==> src/rtl/olir_pkg.sv <==
// Shared types and constants for the ordered list block.
// No dependencies; used by the top level, the sequencer and the checker.
`timescale 1ns / 1ps
`default_nettype none

package olir_pkg;

  // Default store size and fixed field widths
  localparam int unsigned CAPACITY_DEF = 16;
  localparam int unsigned REQ_W        = 2;
  localparam int unsigned POS_W        = 5;
  localparam int unsigned VAL_W        = 32;
  localparam int unsigned STAT_W       = 2;
  localparam int unsigned ENT_W        = 5;

  typedef enum logic [REQ_W-1:0] {
    REQ_INSERT = 2'd0,
    REQ_REMOVE = 2'd1,
    REQ_READ   = 2'd2,
    REQ_EVENS  = 2'd3
  } req_e;

  typedef enum logic [STAT_W-1:0] {
    ST_OK    = 2'd0,
    ST_RANGE = 2'd1,
    ST_FULL  = 2'd2
  } status_e;

  // Sequencer states
  typedef enum logic [3:0] {
    S_IDLE,
    S_INS_LOOP,
    S_INS_MOVE,
    S_REM_LOOP,
    S_REM_MOVE,
    S_RD_ISSUE,
    S_RD_DATA,
    S_EV_LOOP,
    S_EV_CHK,
    S_RESP
  } state_e;

  typedef struct packed {
    logic [REQ_W-1:0]        req_type;
    logic [POS_W-1:0]        position;
    logic signed [VAL_W-1:0] item_value;
  } in_t;

  typedef struct packed {
    logic signed [VAL_W-1:0] read_value;
    logic [STAT_W-1:0]       status;
    logic [ENT_W-1:0]        entries_in_use;
  } out_t;

endpackage

`default_nettype wire

==> src/rtl/ordered_list_insert_remove_top.sv <==
// Ordered list of signed 32-bit values held in a RAM of CAPACITY entries.
// Each input beat inserts, removes or reads at a position, or drops all odd
// entries, and gives one result beat. The list moves through a single RAM
// with one write and one registered read port, so every entry moved is
// read and then written back in a separate step. The block takes one
// request at a time; the output register lets the next request in while a
// result waits. No clearing pass after reset.
// Depends on olir_pkg, olir_seq, olir_step and olir_ram.
`timescale 1ns / 1ps
`default_nettype none

module ordered_list_insert_remove_top #(
  parameter int unsigned CAPACITY = olir_pkg::CAPACITY_DEF
) (
  input  wire logic           clk_i,
  input  wire logic           rst_ni,
  input  wire logic           in_valid_i,
  output logic                in_ready_o,
  input  wire olir_pkg::in_t  in_data_i,
  output logic                out_valid_o,
  input  wire logic           out_ready_i,
  output olir_pkg::out_t      out_data_o
);

  logic           res_valid, res_ready;
  olir_pkg::out_t res;
  logic           out_valid_q;
  olir_pkg::out_t out_data_q;

  olir_seq #(.CAPACITY(CAPACITY)) u_seq (
    .clk_i       (clk_i),
    .rst_ni      (rst_ni),
    .in_valid_i  (in_valid_i),
    .in_ready_o  (in_ready_o),
    .in_data_i   (in_data_i),
    .res_valid_o (res_valid),
    .res_ready_i (res_ready),
    .res_o       (res)
  );

  // Take a new result when the output register is empty or draining
  assign res_ready = !out_valid_q || out_ready_i;

  always_ff @(posedge clk_i or negedge rst_ni) begin
    if (!rst_ni) begin
      out_valid_q <= 1'b0;
    end else if (res_ready) begin
      out_valid_q <= res_valid;
    end
  end

  // Hold the result beat until taken
  always_ff @(posedge clk_i) begin
    if (res_ready && res_valid) begin
      out_data_q <= res;
    end
  end

  assign out_valid_o = out_valid_q;
  assign out_data_o  = out_data_q;

endmodule

`default_nettype wire

==> src/rtl/olir_ram.sv <==
// Generic single-write, single-read RAM with registered read data.
// No dependencies.
`timescale 1ns / 1ps
`default_nettype none

module olir_ram #(
  parameter int unsigned WIDTH = 32,
  parameter int unsigned DEPTH = 16
) (
  input  wire logic                     clk_i,
  input  wire logic                     we_i,
  input  wire logic [$clog2(DEPTH)-1:0] waddr_i,
  input  wire logic [WIDTH-1:0]         wdata_i,
  input  wire logic                     re_i,
  input  wire logic [$clog2(DEPTH)-1:0] raddr_i,
  output logic      [WIDTH-1:0]         rdata_o
);

  logic [WIDTH-1:0] mem_q [DEPTH];

  // Write port
  always_ff @(posedge clk_i) begin
    if (we_i) begin
      mem_q[waddr_i] <= wdata_i;
    end
  end

  // Registered read port
  always_ff @(posedge clk_i) begin
    if (re_i) begin
      rdata_o <= mem_q[raddr_i];
    end
  end

endmodule

`default_nettype wire

==> src/rtl/olir_step.sv <==
// Shared index unit: increment, decrement and compare of one index pair.
// No dependencies; used by the sequencer for every loop step and range check.
`timescale 1ns / 1ps
`default_nettype none

module olir_step #(
  parameter int unsigned W = 5
) (
  input  wire logic [W-1:0] a_i,
  input  wire logic [W-1:0] b_i,
  output logic      [W-1:0] inc_o,
  output logic      [W-1:0] dec_o,
  output logic              lt_o,
  output logic              eq_o
);

  // Step the index both ways and compare it against the bound
  assign inc_o = a_i + W'(1);
  assign dec_o = a_i - W'(1);
  assign lt_o  = (a_i < b_i);
  assign eq_o  = (a_i == b_i);

endmodule

`default_nettype wire

==> src/rtl/olir_seq.sv <==
// Request sequencer: range checks, entry moves through the RAM, result build.
// Depends on olir_pkg, olir_step and olir_ram.
`timescale 1ns / 1ps
`default_nettype none

module olir_seq #(
  parameter int unsigned CAPACITY = olir_pkg::CAPACITY_DEF
) (
  input  wire logic           clk_i,
  input  wire logic           rst_ni,
  input  wire logic           in_valid_i,
  output logic                in_ready_o,
  input  wire olir_pkg::in_t  in_data_i,
  output logic                res_valid_o,
  input  wire logic           res_ready_i,
  output olir_pkg::out_t      res_o
);

  localparam int unsigned ADDR_W = $clog2(CAPACITY);
  localparam int unsigned CNT_W  = $clog2(CAPACITY + 1);
  localparam int unsigned CMP_W  = (CNT_W > olir_pkg::POS_W) ? CNT_W : olir_pkg::POS_W;
  localparam int unsigned VAL_W  = olir_pkg::VAL_W;
  localparam int unsigned POS_W  = olir_pkg::POS_W;
  localparam int unsigned ENT_W  = olir_pkg::ENT_W;

  olir_pkg::state_e  state_q, state_d;
  olir_pkg::status_e status_q, status_d;
  logic [CNT_W-1:0]  cnt_q, cnt_d;
  logic [CNT_W-1:0]  idx_q, idx_d;
  logic [CNT_W-1:0]  kept_q, kept_d;
  logic [POS_W-1:0]  pos_q, pos_d;
  logic [VAL_W-1:0]  val_q, val_d;
  logic [VAL_W-1:0]  rdv_q, rdv_d;

  logic [CMP_W-1:0]  op_a, op_b, st_inc, st_dec;
  logic              st_lt, st_eq;
  logic [CMP_W-1:0]  pos_in_ext, pos_ext, cnt_ext, idx_ext, kept_ext;

  logic              ram_we, ram_re;
  logic [ADDR_W-1:0] ram_waddr, ram_raddr;
  logic [VAL_W-1:0]  ram_wdata, ram_rdata;

  assign pos_in_ext = CMP_W'(in_data_i.position);
  assign pos_ext    = CMP_W'(pos_q);
  assign cnt_ext    = CMP_W'(cnt_q);
  assign idx_ext    = CMP_W'(idx_q);
  assign kept_ext   = CMP_W'(kept_q);

  olir_step #(.W(CMP_W)) u_step (
    .a_i   (op_a),
    .b_i   (op_b),
    .inc_o (st_inc),
    .dec_o (st_dec),
    .lt_o  (st_lt),
    .eq_o  (st_eq)
  );

  olir_ram #(.WIDTH(VAL_W), .DEPTH(CAPACITY)) u_ram (
    .clk_i   (clk_i),
    .we_i    (ram_we),
    .waddr_i (ram_waddr),
    .wdata_i (ram_wdata),
    .re_i    (ram_re),
    .raddr_i (ram_raddr),
    .rdata_o (ram_rdata)
  );

  // State and list registers
  always_ff @(posedge clk_i or negedge rst_ni) begin
    if (!rst_ni) begin
      state_q  <= olir_pkg::S_IDLE;
      cnt_q    <= '0;
      idx_q    <= '0;
      kept_q   <= '0;
      status_q <= olir_pkg::ST_OK;
    end else begin
      state_q  <= state_d;
      cnt_q    <= cnt_d;
      idx_q    <= idx_d;
      kept_q   <= kept_d;
      status_q <= status_d;
    end
  end

  // Request payload holding registers
  always_ff @(posedge clk_i) begin
    pos_q <= pos_d;
    val_q <= val_d;
    rdv_q <= rdv_d;
  end

  // Next state, index unit operands and RAM control
  always_comb begin
    state_d     = state_q;
    status_d    = status_q;
    cnt_d       = cnt_q;
    idx_d       = idx_q;
    kept_d      = kept_q;
    pos_d       = pos_q;
    val_d       = val_q;
    rdv_d       = rdv_q;
    op_a        = idx_ext;
    op_b        = cnt_ext;
    ram_we      = 1'b0;
    ram_waddr   = idx_q[ADDR_W-1:0];
    ram_wdata   = ram_rdata;
    ram_re      = 1'b0;
    ram_raddr   = idx_q[ADDR_W-1:0];
    in_ready_o  = 1'b0;
    res_valid_o = 1'b0;

    unique case (state_q)
      olir_pkg::S_IDLE: begin
        in_ready_o = 1'b1;
        // Insert checks count < position, remove and read position < count
        if (olir_pkg::req_e'(in_data_i.req_type) == olir_pkg::REQ_INSERT) begin
          op_a = cnt_ext;
          op_b = pos_in_ext;
        end else begin
          op_a = pos_in_ext;
          op_b = cnt_ext;
        end
        if (in_valid_i) begin
          pos_d    = in_data_i.position;
          val_d    = in_data_i.item_value;
          rdv_d    = '0;
          status_d = olir_pkg::ST_OK;
          unique case (olir_pkg::req_e'(in_data_i.req_type))
            olir_pkg::REQ_INSERT: begin
              if (st_lt) begin
                status_d = olir_pkg::ST_RANGE;
                state_d  = olir_pkg::S_RESP;
              end else if (cnt_q == CNT_W'(CAPACITY)) begin
                status_d = olir_pkg::ST_FULL;
                state_d  = olir_pkg::S_RESP;
              end else begin
                idx_d   = cnt_q;
                state_d = olir_pkg::S_INS_LOOP;
              end
            end
            olir_pkg::REQ_REMOVE: begin
              if (!st_lt) begin
                status_d = olir_pkg::ST_RANGE;
                state_d  = olir_pkg::S_RESP;
              end else begin
                idx_d   = st_inc[CNT_W-1:0];
                state_d = olir_pkg::S_REM_LOOP;
              end
            end
            olir_pkg::REQ_READ: begin
              if (!st_lt) begin
                status_d = olir_pkg::ST_RANGE;
                state_d  = olir_pkg::S_RESP;
              end else begin
                state_d = olir_pkg::S_RD_ISSUE;
              end
            end
            olir_pkg::REQ_EVENS: begin
              idx_d   = '0;
              kept_d  = '0;
              state_d = olir_pkg::S_EV_LOOP;
            end
          endcase
        end
      end

      // Shift entries up from the top down to the insert position
      olir_pkg::S_INS_LOOP: begin
        op_a = idx_ext;
        op_b = pos_ext;
        if (!st_lt && !st_eq) begin
          ram_re    = 1'b1;
          ram_raddr = st_dec[ADDR_W-1:0];
          state_d   = olir_pkg::S_INS_MOVE;
        end else begin
          ram_we    = 1'b1;
          ram_waddr = pos_ext[ADDR_W-1:0];
          ram_wdata = val_q;
          cnt_d     = cnt_q + CNT_W'(1);
          state_d   = olir_pkg::S_RESP;
        end
      end

      olir_pkg::S_INS_MOVE: begin
        op_a      = idx_ext;
        ram_we    = 1'b1;
        ram_waddr = idx_q[ADDR_W-1:0];
        idx_d     = st_dec[CNT_W-1:0];
        state_d   = olir_pkg::S_INS_LOOP;
      end

      // Shift entries above the removed one down by one
      olir_pkg::S_REM_LOOP: begin
        op_a = idx_ext;
        op_b = cnt_ext;
        if (st_lt) begin
          ram_re    = 1'b1;
          ram_raddr = idx_q[ADDR_W-1:0];
          state_d   = olir_pkg::S_REM_MOVE;
        end else begin
          cnt_d   = cnt_q - CNT_W'(1);
          state_d = olir_pkg::S_RESP;
        end
      end

      olir_pkg::S_REM_MOVE: begin
        op_a      = idx_ext;
        ram_we    = 1'b1;
        ram_waddr = st_dec[ADDR_W-1:0];
        idx_d     = st_inc[CNT_W-1:0];
        state_d   = olir_pkg::S_REM_LOOP;
      end

      olir_pkg::S_RD_ISSUE: begin
        ram_re    = 1'b1;
        ram_raddr = pos_ext[ADDR_W-1:0];
        state_d   = olir_pkg::S_RD_DATA;
      end

      olir_pkg::S_RD_DATA: begin
        rdv_d   = ram_rdata;
        state_d = olir_pkg::S_RESP;
      end

      // Walk the list, copying even entries down to the kept position
      olir_pkg::S_EV_LOOP: begin
        op_a = idx_ext;
        op_b = cnt_ext;
        if (st_lt) begin
          ram_re    = 1'b1;
          ram_raddr = idx_q[ADDR_W-1:0];
          idx_d     = st_inc[CNT_W-1:0];
          state_d   = olir_pkg::S_EV_CHK;
        end else begin
          cnt_d   = kept_q;
          state_d = olir_pkg::S_RESP;
        end
      end

      olir_pkg::S_EV_CHK: begin
        op_a = kept_ext;
        if (!ram_rdata[0]) begin
          ram_we    = 1'b1;
          ram_waddr = kept_q[ADDR_W-1:0];
          kept_d    = st_inc[CNT_W-1:0];
        end
        state_d = olir_pkg::S_EV_LOOP;
      end

      olir_pkg::S_RESP: begin
        res_valid_o = 1'b1;
        if (res_ready_i) begin
          state_d = olir_pkg::S_IDLE;
        end
      end

      default: begin
        state_d = olir_pkg::S_IDLE;
      end
    endcase
  end

  // Result beat
  assign res_o.read_value     = rdv_q;
  assign res_o.status         = status_q;
  assign res_o.entries_in_use = cnt_ext[ENT_W-1:0];

endmodule

`default_nettype wire

==> config.mk <==
export PLATFORM = sky130hd
export DESIGN_NAME = ordered_list_insert_remove_top
export DESIGN_NICKNAME = d
export VERILOG_FILES = /design/src/rtl/olir_pkg.sv /design/src/rtl/ordered_list_insert_remove_top.sv /design/src/rtl/olir_ram.sv /design/src/rtl/olir_step.sv /design/src/rtl/olir_seq.sv
export SDC_FILE = /design/constraint.sdc
export NUM_CORES = 1
export LEC_CHECK = 0
export ABC_AREA = 0
export BUFFER_PORTS_ARGS = -buffer_cell sky130_fd_sc_hd__buf_2
export CAP_MARGIN = 20
export CORE_UTILIZATION = 29
export CTS_BUF_LIST = sky130_fd_sc_hd__clkbuf_8
export DETAILED_ROUTE_END_ITERATION = 6
export GPL_ROUTABILITY_DRIVEN = 0
export SLEW_MARGIN = 20
export SYNTH_ARGS = -nofsm -noshare
export SYNTH_HDL_FRONTEND = slang
export SYNTH_HIERARCHICAL = 1
export SYNTH_SLANG_ARGS = --single-unit
==> constraint.sdc <==
create_clock -name clk_i -period 20 [get_ports clk_i]
set_clock_uncertainty 0.05 [all_clocks]
set_input_delay 4 -clock clk_i [delete_from_list [all_inputs] [get_ports clk_i]]
set_output_delay 4 -clock clk_i [all_outputs]
set_load 0.02 [all_outputs]
==> results.py <==
metrics = {
    "status": {
        "status": "complete, no violations",
    },
    "synth": {
        "ys_ff_latch": 674,
        "yosys-top-cells-area": "edfxtp_1 74%, mux4_2 11%, a22oi_1 2.1%",
        "synth_top_area_cell": "edfxtp_1",
        "synthArstFlopShare": 0.0326,
        "synth_nets": 1369,
        "yosysWarnings": 6,
        "synth_top_area_frac": 0.740,
        "postSynthAreaPerCell_um2": 20.1,
        "synth_edf_count": 652,
        "netlist_area_um2": 26400,
        "synth_seq_area_share": 0.761,
        "synth.distinct_cells": 72,
        "synthCells": 1313,
        "synthFlopType": "edfxtp_1",
    },
    "sta": {
        "rsz0062_at_grt": "no",
        "final_max_slew_viol_count": 0,
        "period_share": 0.486,
        "fmax_mhz": 103,
        "holdWs_ps": 345,
        "period_needed_ps": 9720,
        "setup_tns_ps": 0,
        "finalHoldViolCount": 0,
        "worstMarginPinSlew_ps": 1100,
        "slew_headroom": 0.260,
        "finalSetupViolCount": 0,
    },
    "clock_tree": {
        "hold_buffers": 0,
        "tritoncts": "built",
        "clkLatencyLatePin_ps": 730,
        "clockBufferDepth": 3,
        "clk_pin_slew_worst_paths_ps": 70,
        "cts_resized": 0,
        "cts.sinks": 674,
        "cts_htree_levels": 3,
        "cts_root_buffer": "clkbuf_8",
        "numCtsBuffers": 107,
        "postCtsSetupRepairBufs": 0,
    },
    "worst_setup_path": {
        "r2r-start": "u_seq/state_q[0]",
        "crit_buf_inv": 5,
        "worstReg2RegEnd": "u_seq/u_ram/rdata_o[2]",
        "required_ps": 20400,
        "ff2ff_setup_slack_ps": 13300,
        "cpMaxStageDelayCell": "buf_4",
        "cp-end-kind": "flip-flop",
        "reg2reg_depth": 15,
        "crit_path_start_kind": "input port",
        "crit_chain": "buf_2 > inv_1 > ha_1 > mux2i_1 > nor2_1 > a21oi_1 > o21ai_1 > ha_1 > a21oi_1 > nor2_1 > a211oi_2 > buf_4 > nor2_2 > o2111ai_1 > a222oi_1 > inv_8 > buf_4 > mux4_2 > a22oi_1 > nand2_1",
        "critPathTopFamily": "buffers and inverters",
        "crit_path_max_fanout": 83,
        "arrival_ps": 10120,
        "critPathKind": "input port to flip-flop",
        "max_stage_delay_ps": 850,
    },
    "power": {
        "p_leak_nw": 9.88,
        "p_int_mw": 3.56,
        "clock_power_share": 0.200,
        "power_mw": 5.59,
        "p_comb_frac": 0.392,
        "p_sw_frac": 0.363,
        "pwr-share-seq": 0.408,
        "power.density_nw_per_um2": 184,
        "p_sw_mw": 2.03,
        "vdd.ir_drop.worst_mv": 0.144,
    },
    "min_path": {
        "hp-start": "u_seq/rdv_q[21]",
        "hold_depth": 0,
        "min_to": "out_data_o[28]",
        "hold_path.class": "flip-flop to flip-flop",
    },
    "grt": {
        "grt_max_degree": 84,
        "grt_pass1_vias": 14100,
        "grt.met2_usage": 0.229,
        "grt-ovfl-total": 0,
        "met1_usage": 0.179,
        "grt_usage": 0.136,
        "antenna_found_initial": 2,
        "top_usage_layer": "met2",
        "use_met3": 0.0223,
        "grt_first_pass_wirelength_mm": 93.4,
    },
    "placement": {
        "hpwl_mm": 33.0,
        "placed_cell_area_um2": 28300,
        "numPortBuffers": 83,
    },
    "drt": {
        "drtPass1Iterations": 6,
        "antenna_left": 0,
        "drtIter0Drc": 997,
        "wl_per_cell_um": 23.2,
        "drc": 0,
        "route.vias.total": 13429,
        "via_per_inst": 4.91,
        "wl_mm": 63.3,
    },
    "final_layout": {
        "post_route_cells_drive_above_1_share": 0.273,
        "fin_nets": 1521,
        "fin_area_um2": 30400,
        "layout_commonest_cell": "edfxtp_1",
        "fin_util": 0.337,
        "layout_common_cells": "652 x edfxtp_1, 128 x mux4_2, 108 x clkbuf_8, 83 x buf_2, 75 x a22oi_1",
        "syn_to_final_growth_pct": 15.0,
    },
    "floorplan": {
        "dieArea_um2": 92400,
        "row_count": 110,
        "core_area_um2": 90100,
        "die_h_um": 304,
        "die_w_um": 304,
        "start_util": 0.293,
        "num_io_pins": 84,
    },
    "run": {
        "cap_violations": 0,
    },
}
routing by layer:
metal,vias to the layer above,share of wire
met3,108,0.053
li1,5753,-
met4,0,0.021
met2,425,0.50
met1,7143,0.42
met5,-,0
cell usage after synthesis (all sizes together) (5+ instances only):
cell / count
edfxtp: 652
mux4: 128
a22oi: 75
nand2: 61
buf: 39
and2: 37
mux2: 36
nor2: 33
clkbuf: 31
dfrtp: 22
nor3: 19
inv: 18
a21oi: 13
ha: 13
o21ai: 13
a22o: 10
mux2i: 10
nand2b: 10
nand3: 6
nor3b: 6
nor4: 6
a311o: 5
nor2b: 5
or3: 5
worst max-delay path by stage:
stage                              endpoint  cells after the start  slack (ps)     startpoint
global route         u_seq/u_ram/rdata_o[2]                     20        9770  in_data_i[37]
global placement    u_seq/u_ram/rdata_o[14]                     20        9760  in_data_i[37]
detailed placement   u_seq/u_ram/rdata_o[2]                     20        9570  in_data_i[37]
floorplan           u_seq/u_ram/mem_q[0][0]                     18        9750  in_data_i[37]
CTS                  u_seq/u_ram/rdata_o[2]                     20       10360  in_data_i[37]
finish               u_seq/u_ram/rdata_o[2]                     20       10280  in_data_i[37]
flip-flops by register name, summed over array words and instances (netlist names), 5 cells and up:
name                 cells
u_seq/u_ram/mem_q      512
out_data_o              39
u_seq/rdv_q             32
u_seq/u_ram/rdata_o     32
u_seq/val_q             32
u_seq/cnt_ext            5
u_seq/idx_ext            5
u_seq/kept_ext           5
u_seq/pos_ext            5
logic make-up after synthesis:
| kind of cell | Yosys count | share of synthesized area |
|---|---|---|
| adders and majority gates | 13 | 0.00615 |
| AOI/OAI and AO/OA | 150 | 0.0436 |
| buffers and inverters | 88 | 0.0156 |
| and+or+nand+nor | 207 | 0.0430 |
| DFF | 674 | 0.761 |
| xor gates and xnor gates | 7 | 0.00232 |
| muxes | 174 | 0.128 |
worst register-to-register path: stages (launching register included):
cell,delay (ps)
dfrtp_1,690
or3_1,670
o21ai_1,580
ha_1,360
a21oi_1,170
nor2_1,70
a211oi_2,190
buf_4,280
nor2_2,160
o2111ai_1,350
a222oi_1,270
inv_8,720
buf_4,910
mux4_2,650
a22oi_1,220
nand2_1,90
power groups by stage:
stage	clock network, mW	registers [mW]	logic (mW)
finish	1.12	2.28	2.19
global route	1.21	2.31	2.38
CTS	1.16	2.29	2.23
detailed placement	0	2.31	2.23
global placement	0	2.30	2.17
floorplan	0	2.26	1.60
metrics by stage:
stage                     setup slack [ps]  cells
after floorplan                       9750   1313
after global placement                9760   2532
after detailed placement              9570   2532
after CTS                            10360   2731
after global routing                  9770   2732
final                                10280   2733
layout make-up:
type	count	area [um2]
multi-input combinational	551	6030
timing repair buffer	113	641
clock inverter	91	559
antenna	2	5.00
fill	8434	59700
tap	1176	1470
sequential	674	20100
inverter	18	77.6
clock buffer	108	1490
Power figures use the tool's default switching activity.
